[config.mk]
export PLATFORM = sky130hd
export DESIGN_NAME = hec_ctrl
export DESIGN_NICKNAME = d
export VERILOG_FILES = /design/src/rtl/hermite_expansion_coefficients_core_defines.svh /design/src/rtl/hec_pkg.sv /design/src/rtl/hec_ctrl.sv
export SDC_FILE = /design/constraint.sdc
export NUM_CORES = 1
export LEC_CHECK = 0
export ABC_AREA = 1
export BUFFER_PORTS_ARGS = -buffer_cell sky130_fd_sc_hd__buf_2
export CAP_MARGIN = 25
export CELL_PAD_IN_SITES_DETAIL_PLACEMENT = 2
export CELL_PAD_IN_SITES_GLOBAL_PLACEMENT = 2
export CORE_ASPECT_RATIO = 0.7
export CORE_MARGIN = 8
export CORE_UTILIZATION = 30
export CTS_CLUSTER_DIAMETER = 200
export DETAILED_ROUTE_END_ITERATION = 8
export PLACE_DENSITY = 0.74
export SLEW_MARGIN = 10
export SYNTH_ARGS = -nofsm -noshare
export SYNTH_HDL_FRONTEND = slang
export SYNTH_SLANG_ARGS = --single-unit
[constraint.sdc]
create_clock -name clk -period 4.75 [get_ports clk]
set_clock_uncertainty 0.05 [all_clocks]
set_input_delay 0.95 -clock clk [delete_from_list [all_inputs] [get_ports clk]]
set_output_delay 0.95 -clock clk [all_outputs]
set_load 0.05 [all_outputs]
[src/rtl/hermite_expansion_coefficients_core_defines.svh]
// Assertion helpers shared by the files that check this core.
`ifndef HERMITE_EXPANSION_COEFFICIENTS_CORE_DEFINES_SVH
`define HERMITE_EXPANSION_COEFFICIENTS_CORE_DEFINES_SVH

// The consequent must hold in the same cycle as the antecedent.
`define HEC_ASSERT_SAME(lbl, ante, cons, msg) \
  lbl: assert property (@(posedge clk) disable iff (rst) (ante) |-> (cons)) \
    else $error(msg);

// The consequent must hold in the cycle after the antecedent.
`define HEC_ASSERT_NEXT(lbl, ante, cons, msg) \
  lbl: assert property (@(posedge clk) disable iff (rst) (ante) |=> (cons)) \
    else $error(msg);

`endif

[src/rtl/hec_pkg.sv]
package hec_pkg;

  localparam int MAX_ORDER = 2;
  localparam int KDIM      = 2 * MAX_ORDER + 1;
  localparam int ODIM      = MAX_ORDER + 1;
  localparam int DEPTH     = ODIM * ODIM * KDIM;
  localparam int AW        = $clog2(DEPTH);
  localparam int OW        = 2;
  localparam int KW        = 3;
  localparam int ACC_W     = 51;
  localparam int DIV_W     = 64;

  localparam logic signed [31:0] ONE_Q16 = 32'sh0001_0000;
  localparam logic signed [31:0] SAT_MAX = 32'sh7fff_ffff;
  localparam logic signed [31:0] SAT_MIN = 32'sh8000_0000;

  typedef logic [OW-1:0] ord_t;
  typedef logic [KW-1:0] kidx_t;
  typedef logic [AW-1:0] addr_t;

  typedef struct packed {
    logic signed [31:0] im;
    logic signed [31:0] re;
  } cfix_t;

  typedef enum logic [2:0] {
    ASEL_SRE, ASEL_SIM, ASEL_HRE, ASEL_HIM, ASEL_GRE, ASEL_GIM, ASEL_KP1
  } asel_t;

  typedef enum logic [1:0] {
    BSEL_PRE, BSEL_PIM, BSEL_GRE, BSEL_GIM
  } bsel_t;

  typedef enum logic [1:0] {
    DST_RE, DST_IM, DST_DEN_LD, DST_DEN_ADD
  } dst_t;

  typedef struct packed {
    asel_t a;
    bsel_t b;
    dst_t  dst;
    logic  neg;
    logic  rnd;
  } mul_op_t;

  typedef struct packed {
    logic    load_req;
    logic    mul_valid;
    mul_op_t mul_op;
    kidx_t   kp1;
    logic    use_sb;
    logic    acc_clr;
    logic    p_load;
    logic    p_mask;
    addr_t   ram_raddr;
    logic    ram_we;
    addr_t   ram_waddr;
    logic    wr_one;
    logic    div_start;
    logic    div_im;
    logic    h_load;
    logic    h_im;
    logic    h_sat;
    logic    out_load;
    logic    out_mask;
  } hec_cmd_t;

  typedef struct packed {
    logic den_zero;
    logic div_done;
  } hec_stat_t;

  typedef enum logic [4:0] {
    ST_IDLE, ST_DEN0, ST_DEN1, ST_DEN_DRAIN, ST_RECIP, ST_DIV_RE, ST_DIV_IM,
    ST_INIT, ST_ENT_SEL, ST_TERM, ST_RD, ST_LD, ST_MUL, ST_DRAIN, ST_WR,
    ST_EM_RD, ST_EM_LD, ST_EM_WAIT
  } state_t;

  typedef enum logic [1:0] {
    TERM_S, TERM_H, TERM_K, TERM_END
  } term_t;

  function automatic addr_t entry_addr(input ord_t a, input ord_t b, input kidx_t k);
    int unsigned idx;
    idx = int'(a) * (ODIM * KDIM) + int'(b) * KDIM + int'(k);
    return idx[AW-1:0];
  endfunction

  function automatic ord_t clamp_order(input ord_t o);
    if (int'(o) > MAX_ORDER) return OW'(MAX_ORDER);
    return o;
  endfunction

  function automatic logic signed [31:0] sat32(input logic signed [ACC_W-1:0] x);
    if (&x[ACC_W-1:31] || ~|x[ACC_W-1:31]) return x[31:0];
    return x[ACC_W-1] ? SAT_MIN : SAT_MAX;
  endfunction

endpackage

[src/rtl/hec_ctrl.sv]
module hec_ctrl (
  input  logic                clk,
  input  logic                rst,
  input  logic                in_valid,
  output logic                in_ready,
  input  hec_pkg::ord_t       order_a,
  input  hec_pkg::ord_t       order_b,
  input  hec_pkg::hec_stat_t  stat,
  output hec_pkg::hec_cmd_t   cmd,
  output logic                out_valid,
  input  logic                out_ready,
  output hec_pkg::ord_t       idx_a,
  output hec_pkg::ord_t       idx_b,
  output hec_pkg::kidx_t      idx_k,
  output logic                last
);

  hec_pkg::state_t state, state_next;
  hec_pkg::term_t  t, t_next;
  hec_pkg::ord_t   na, na_next, nb, nb_next, a, a_next, b, b_next;
  hec_pkg::kidx_t  nk, n, n_next, k, k_next, j, bc;
  logic [1:0]      op, op_next;
  logic            out_valid_next, last_next;
  hec_pkg::ord_t   idx_a_next, idx_b_next, src_a, src_b;
  hec_pkg::kidx_t  idx_k_next;
  logic            op_last;

  function automatic hec_pkg::mul_op_t term_op(input hec_pkg::term_t tt, input logic [1:0] o);
    hec_pkg::mul_op_t m;
    hec_pkg::asel_t   xre, xim;
    xre = (tt == hec_pkg::TERM_H) ? hec_pkg::ASEL_HRE : hec_pkg::ASEL_SRE;
    xim = (tt == hec_pkg::TERM_H) ? hec_pkg::ASEL_HIM : hec_pkg::ASEL_SIM;
    m.rnd = (tt != hec_pkg::TERM_K);
    m.neg = 1'b0;
    if (tt == hec_pkg::TERM_K) begin
      m.a   = hec_pkg::ASEL_KP1;
      m.b   = o[0] ? hec_pkg::BSEL_PIM : hec_pkg::BSEL_PRE;
      m.dst = o[0] ? hec_pkg::DST_IM : hec_pkg::DST_RE;
    end else begin
      unique case (o)
        2'd0: begin m.a = xre; m.b = hec_pkg::BSEL_PRE; m.dst = hec_pkg::DST_RE; end
        2'd1: begin
          m.a = xim; m.b = hec_pkg::BSEL_PIM; m.dst = hec_pkg::DST_RE; m.neg = 1'b1;
        end
        2'd2: begin m.a = xre; m.b = hec_pkg::BSEL_PIM; m.dst = hec_pkg::DST_IM; end
        default: begin m.a = xim; m.b = hec_pkg::BSEL_PRE; m.dst = hec_pkg::DST_IM; end
      endcase
    end
    return m;
  endfunction

  assign nk = hec_pkg::KW'(na) + hec_pkg::KW'(nb);
  assign bc = n - hec_pkg::KW'(a);

  // The lower-order neighbour: step back in a when a is non-zero, else in b.
  assign src_a = (a != '0) ? a - 1'b1 : a;
  assign src_b = (a != '0) ? bc[hec_pkg::OW-1:0] : bc[hec_pkg::OW-1:0] - 1'b1;

  always_comb begin
    unique case (t)
      hec_pkg::TERM_H: j = k - 1'b1;
      hec_pkg::TERM_K: j = k + 1'b1;
      default:         j = k;
    endcase
  end

  assign op_last = (t == hec_pkg::TERM_K) ? (op == 2'd1) : (op == 2'd3);

  always_ff @(posedge clk) begin
    if (rst) begin
      state     <= hec_pkg::ST_IDLE;
      out_valid <= 1'b0;
    end else begin
      state     <= state_next;
      out_valid <= out_valid_next;
    end
    t     <= t_next;
    na    <= na_next;
    nb    <= nb_next;
    n     <= n_next;
    a     <= a_next;
    b     <= b_next;
    k     <= k_next;
    op    <= op_next;
    idx_a <= idx_a_next;
    idx_b <= idx_b_next;
    idx_k <= idx_k_next;
    last  <= last_next;
  end

  always_comb begin
    state_next     = state;
    t_next         = t;
    na_next        = na;
    nb_next        = nb;
    n_next         = n;
    a_next         = a;
    b_next         = b;
    k_next         = k;
    op_next        = op;
    out_valid_next = out_valid;
    idx_a_next     = idx_a;
    idx_b_next     = idx_b;
    idx_k_next     = idx_k;
    last_next      = last;
    in_ready       = 1'b0;
    cmd            = '0;
    cmd.mul_op     = term_op(t, op);
    cmd.kp1        = k + 1'b1;
    cmd.use_sb     = (a == '0);
    cmd.ram_waddr  = hec_pkg::entry_addr(a, bc[hec_pkg::OW-1:0], k);
    cmd.ram_raddr  = hec_pkg::entry_addr(src_a, src_b, j);

    unique case (state)
      hec_pkg::ST_IDLE: begin
        in_ready = 1'b1;
        if (in_valid) begin
          cmd.load_req = 1'b1;
          na_next      = hec_pkg::clamp_order(order_a);
          nb_next      = hec_pkg::clamp_order(order_b);
          state_next   = hec_pkg::ST_DEN0;
        end
      end
      hec_pkg::ST_DEN0: begin
        cmd.mul_valid  = 1'b1;
        cmd.mul_op.a   = hec_pkg::ASEL_GRE;
        cmd.mul_op.b   = hec_pkg::BSEL_GRE;
        cmd.mul_op.dst = hec_pkg::DST_DEN_LD;
        state_next     = hec_pkg::ST_DEN1;
      end
      hec_pkg::ST_DEN1: begin
        cmd.mul_valid  = 1'b1;
        cmd.mul_op.a   = hec_pkg::ASEL_GIM;
        cmd.mul_op.b   = hec_pkg::BSEL_GIM;
        cmd.mul_op.dst = hec_pkg::DST_DEN_ADD;
        state_next     = hec_pkg::ST_DEN_DRAIN;
      end
      hec_pkg::ST_DEN_DRAIN: state_next = hec_pkg::ST_RECIP;
      hec_pkg::ST_RECIP: begin
        if (stat.den_zero) begin
          cmd.h_sat  = 1'b1;
          state_next = hec_pkg::ST_INIT;
        end else begin
          cmd.div_start = 1'b1;
          state_next    = hec_pkg::ST_DIV_RE;
        end
      end
      hec_pkg::ST_DIV_RE: begin
        if (stat.div_done) begin
          cmd.h_load    = 1'b1;
          cmd.div_start = 1'b1;
          cmd.div_im    = 1'b1;
          state_next    = hec_pkg::ST_DIV_IM;
        end
      end
      hec_pkg::ST_DIV_IM: begin
        if (stat.div_done) begin
          cmd.h_load = 1'b1;
          cmd.h_im   = 1'b1;
          state_next = hec_pkg::ST_INIT;
        end
      end
      hec_pkg::ST_INIT: begin
        cmd.ram_we    = 1'b1;
        cmd.wr_one    = 1'b1;
        cmd.ram_waddr = hec_pkg::entry_addr('0, '0, '0);
        n_next        = hec_pkg::KW'(1);
        a_next        = '0;
        state_next    = hec_pkg::ST_ENT_SEL;
      end
      // Walks the anti-diagonal a + b = n for the next entry inside the box.
      hec_pkg::ST_ENT_SEL: begin
        if (n > nk) begin
          a_next     = '0;
          b_next     = '0;
          k_next     = '0;
          state_next = hec_pkg::ST_EM_RD;
        end else if (a > na || hec_pkg::KW'(a) > n) begin
          n_next = n + 1'b1;
          a_next = '0;
        end else if (bc > hec_pkg::KW'(nb)) begin
          a_next = a + 1'b1;
        end else begin
          cmd.acc_clr = 1'b1;
          k_next      = '0;
          t_next      = hec_pkg::TERM_S;
          state_next  = hec_pkg::ST_TERM;
        end
      end
      hec_pkg::ST_TERM: begin
        unique case (t)
          hec_pkg::TERM_S: state_next = hec_pkg::ST_RD;
          hec_pkg::TERM_H: begin
            if (k != '0) state_next = hec_pkg::ST_RD;
            else t_next = hec_pkg::TERM_K;
          end
          hec_pkg::TERM_K: begin
            if (k + 1'b1 <= nk) state_next = hec_pkg::ST_RD;
            else t_next = hec_pkg::TERM_END;
          end
          default: state_next = hec_pkg::ST_DRAIN;
        endcase
      end
      hec_pkg::ST_RD: state_next = hec_pkg::ST_LD;
      hec_pkg::ST_LD: begin
        // Entries of the previous order beyond its own highest index are zero.
        cmd.p_load = 1'b1;
        cmd.p_mask = (j >= n);
        op_next    = '0;
        state_next = hec_pkg::ST_MUL;
      end
      hec_pkg::ST_MUL: begin
        cmd.mul_valid = 1'b1;
        op_next       = op + 1'b1;
        if (op_last) begin
          t_next     = (t == hec_pkg::TERM_S) ? hec_pkg::TERM_H :
                       (t == hec_pkg::TERM_H) ? hec_pkg::TERM_K : hec_pkg::TERM_END;
          state_next = hec_pkg::ST_TERM;
        end
      end
      hec_pkg::ST_DRAIN: state_next = hec_pkg::ST_WR;
      hec_pkg::ST_WR: begin
        cmd.ram_we = 1'b1;
        if (k == n) begin
          a_next     = a + 1'b1;
          state_next = hec_pkg::ST_ENT_SEL;
        end else begin
          cmd.acc_clr = 1'b1;
          k_next      = k + 1'b1;
          t_next      = hec_pkg::TERM_S;
          state_next  = hec_pkg::ST_TERM;
        end
      end
      hec_pkg::ST_EM_RD: begin
        cmd.ram_raddr = hec_pkg::entry_addr(a, b, k);
        state_next    = hec_pkg::ST_EM_LD;
      end
      hec_pkg::ST_EM_LD: begin
        cmd.out_load   = 1'b1;
        cmd.out_mask   = k > (hec_pkg::KW'(a) + hec_pkg::KW'(b));
        out_valid_next = 1'b1;
        idx_a_next     = a;
        idx_b_next     = b;
        idx_k_next     = k;
        last_next      = (a == na) && (b == nb) && (k == nk);
        state_next     = hec_pkg::ST_EM_WAIT;
      end
      hec_pkg::ST_EM_WAIT: begin
        if (out_ready) begin
          out_valid_next = 1'b0;
          if (last) begin
            state_next = hec_pkg::ST_IDLE;
          end else begin
            state_next = hec_pkg::ST_EM_RD;
            if (k == nk) begin
              k_next = '0;
              if (b == nb) begin
                b_next = '0;
                a_next = a + 1'b1;
              end else begin
                b_next = b + 1'b1;
              end
            end else begin
              k_next = k + 1'b1;
            end
          end
        end
      end
      default: state_next = hec_pkg::ST_IDLE;
    endcase
  end

endmodule

==> results.tsv <==
stage	metric	value	unit
outcome	status	complete, but fails checks	
outcome	violations	setup timing	
placement	io_buffers	58	
clocking	clkTransAtPathRegs	0.05	ns
cells_and_area	area_growth_syn_to_layout	29.2	%
synth	synth_fp_nets	576	
synth	synth_cell_types	33	
grt	first_global_vias	4142	
cells_and_area	final-seq-area	901	sq um
sta	worst_slack	-0.330	ns
clocking	cts_sinks	32	
floorplan	ios	59	
clocking	clk_path_buf_depth	2	
placement	gp_congestion	0.813	
sta	fmax	197	MHz
drt	vias	3663	
sta	finalCriticalPeriod	5.08	ns
grt	grt_usage	17.5	%
drt	drt_iter0_markers	141	
setup_path	path_class	reg -> out	
cells_and_area	drive_gt1_share	24.7	%
clocking	cts_buffers	5	
drt	wirelength	14.6	mm
grt	grt_max_degree	11	
drt	drc	0	
synth	synth_top_area_cell	ha_1	
synth	ys_ff_latch	32	
cells_and_area	layout_common_cells	89 x inv_1, 89 x nand2_1, 56 x ha_1, 54 x nor2_1, 50 x buf_2	
synth	avgSynthCellArea	7.69	sq um
synth	ys_seq_area_share	24.2	%
sta	finalCritPeriodShare	107	%
clocking	htreeDepth	2	
clocking	cts-root-buf	clkbuf_16	
drt	postRouteAntennaNets	0	
cells_and_area	nets	668	
floorplan	die-height	109	um
synth	netlist.area_leader.share	22.5	%
grt	grt_antenna_before_repair	0	
placement	hpwl	11.4	mm
grt	grt_pass1_wl	22.1	mm
setup_path	end_kind	output port	
floorplan	core	12300	sq um
synth	ys_warn_count	0	
sta	setup-violations-final	7	
sta	relSlewSlack	45.9	%
synth	yosys-top-cells-area	ha_1 22%, edfxtp_1 21%, inv_1 9.5%, nand2_1 9.1%, fa_1 7.5%	
floorplan	rows	34	
drt	viasPerCell	4.95	
sta	worst_slew_pin_slew	0.810	ns
sta	hold_viol_final	0	
setup_path	crit_required	3.75	ns
sta	rsz0062_at_grt	yes	
sta	finalMaxSlewViolations	0	
drt	dr.pass1.iters	4	
setup_path	cp-start-kind	flop	
worst_hold_path	hold_class	reg -> reg	
placement	dpl-instance-area	4380	sq um
drt	wl_per_cell	19.8	um
grt	grt-ovfl-total	0	
cells_and_area	n_fill_cell	1450	
cells_and_area	multi_input_area	2620	sq um
clocking	cts_tree	yes	
floorplan	fp.dieW	149	um
clocking	ctsHoldBuffers	0	
synth	netlist_area	3730	sq um
setup_path	arrival	4.08	ns
floorplan	dieArea	16300	sq um
flow_run	max-cap-violations	0	
floorplan	initial_core_util	30.3	%
cells_and_area	final_cell_area	4820	sq um
synth	syn_inst	485	
setup_path	path_max_fanout	2	
cells_and_area	diodes	0	
clocking	clk_latency	0.28	ns
==> metrics by stage <==
stage	TNS (ns)	instances	utilization (%)	hold WS (ns)	setup slack (ns)
after floorplan	-0.0384	485	-	0.448	-0.0384
after global placement	-0.106	721	35.6	0.477	-0.0780
after detailed placement	-0.740	721	35.6	0.482	-0.326
after CTS	-0.634	735	38.2	0.497	-0.317
after global routing	-2.00	740	39.2	0.547	-0.431
final	-1.07	740	39.2	0.495	-0.330
==> worst max-delay path: stages (launching register included) <==
cell	delay [ns]
edfxtp_1	0.40
inv_2	0.11
ha_4	0.15
inv_4	0.04
fa_2	0.61
xnor2_2	0.16
ha_4	0.26
ha_4	0.27
inv_2	0.03
fa_1	0.43
inv_1	0.07
ha_2	0.19
inv_2	0.04
fa_2	0.35
o21ai_2	0.14
xor2_1	0.10
mux2_4	0.29
buf_8	0.15
==> final cells by class <==
class                           instances  share of cell area [%]
Multi-Input combinational cell        349                    54.4
Tap cell                              162                    4.21
Clock inverter                          1                  0.0779
Clock buffer                            7                    2.75
Timing Repair Buffer                   88                    12.0
Inverter                              101                    7.92
Sequential cell                        32                    18.7
==> routing by layer <==
metal | GRT usage [%] | up-vias | routed length (um) | share of wire [%]
li1 | - | 1742 | - | -
met3 | 3.48 | 16 | 733 | 5.0
met5 | 0 | - | 0 | 0
met4 | 4.09 | 0 | 174 | 1.2
met1 | 22.8 | 1827 | 6790 | 46
met2 | 29.4 | 78 | 6950 | 47
==> flip-flops by register name, indices dropped and copies added, names as in the netlist <==
name	count
b	2
out_valid	1
idx_k	3
state	5
idx_b	2
last	1
n	3
na	2
k	3
nb	2
t	2
a	2
op	2
idx_a	2
==> synth_stat cells, drive strengths merged <==
| library cell | number |
|---|---|
| nor3b | 1 |
| xnor2 | 10 |
| a2bb2oi | 1 |
| xor2 | 8 |
| fa | 14 |
| o21bai | 1 |
| a21oi | 26 |
| edfxtp | 26 |
| o22ai | 2 |
| nand3 | 16 |
| ha | 67 |
| clkbuf | 2 |
| mux2 | 3 |
| nor2 | 62 |
| mux2i | 1 |
| nand4 | 6 |
| o2111ai | 1 |
| a32oi | 1 |
| dfxtp | 6 |
| inv | 101 |
| nor4 | 1 |
| a211oi | 2 |
| a31oi | 1 |
| nand2 | 94 |
| buf | 1 |
| nor3 | 7 |
| o21ai | 24 |
==> path summary, 6_finish.rpt <==
kind	start	end	slack, ns	cells past startpoint
min reg2reg	out_valid$_SDFFE_PP0P_	out_valid$_SDFFE_PP0P_	0.49	2
max	n[0]$_SDFFCE_PN1P_	cmd[20]	-0.33	17
max reg2reg	n[0]$_SDFFCE_PN1P_	k[1]$_DFFE_PP_	1.13	15
min	out_valid$_SDFFE_PP0P_	out_valid$_SDFFE_PP0P_	0.49	2
==> cells by family after synthesis <==
kind of cell             share of synthesized area, %
AO/OA/AOI/OAI                                    8.52
XOR/XNOR                                         4.23
adder cells (fa/ha/maj)                          30.0
buffers and inverters                            10.6
flip-flops                                       24.2
multiplexers                                     1.17
AND/OR/NAND/NOR                                  21.3
==> what timing repair did <==
item | in CTS | in global routing
gates resized for setup | 32 | 23
endpoints found under the setup margin | 6 | 8
setup buffers | 6 | 6
pin swaps | 13 | 13
Power is left out: the tool's default activity adds up to more than one toggle a clock period on the data nets, which glitch-free logic cannot reach.
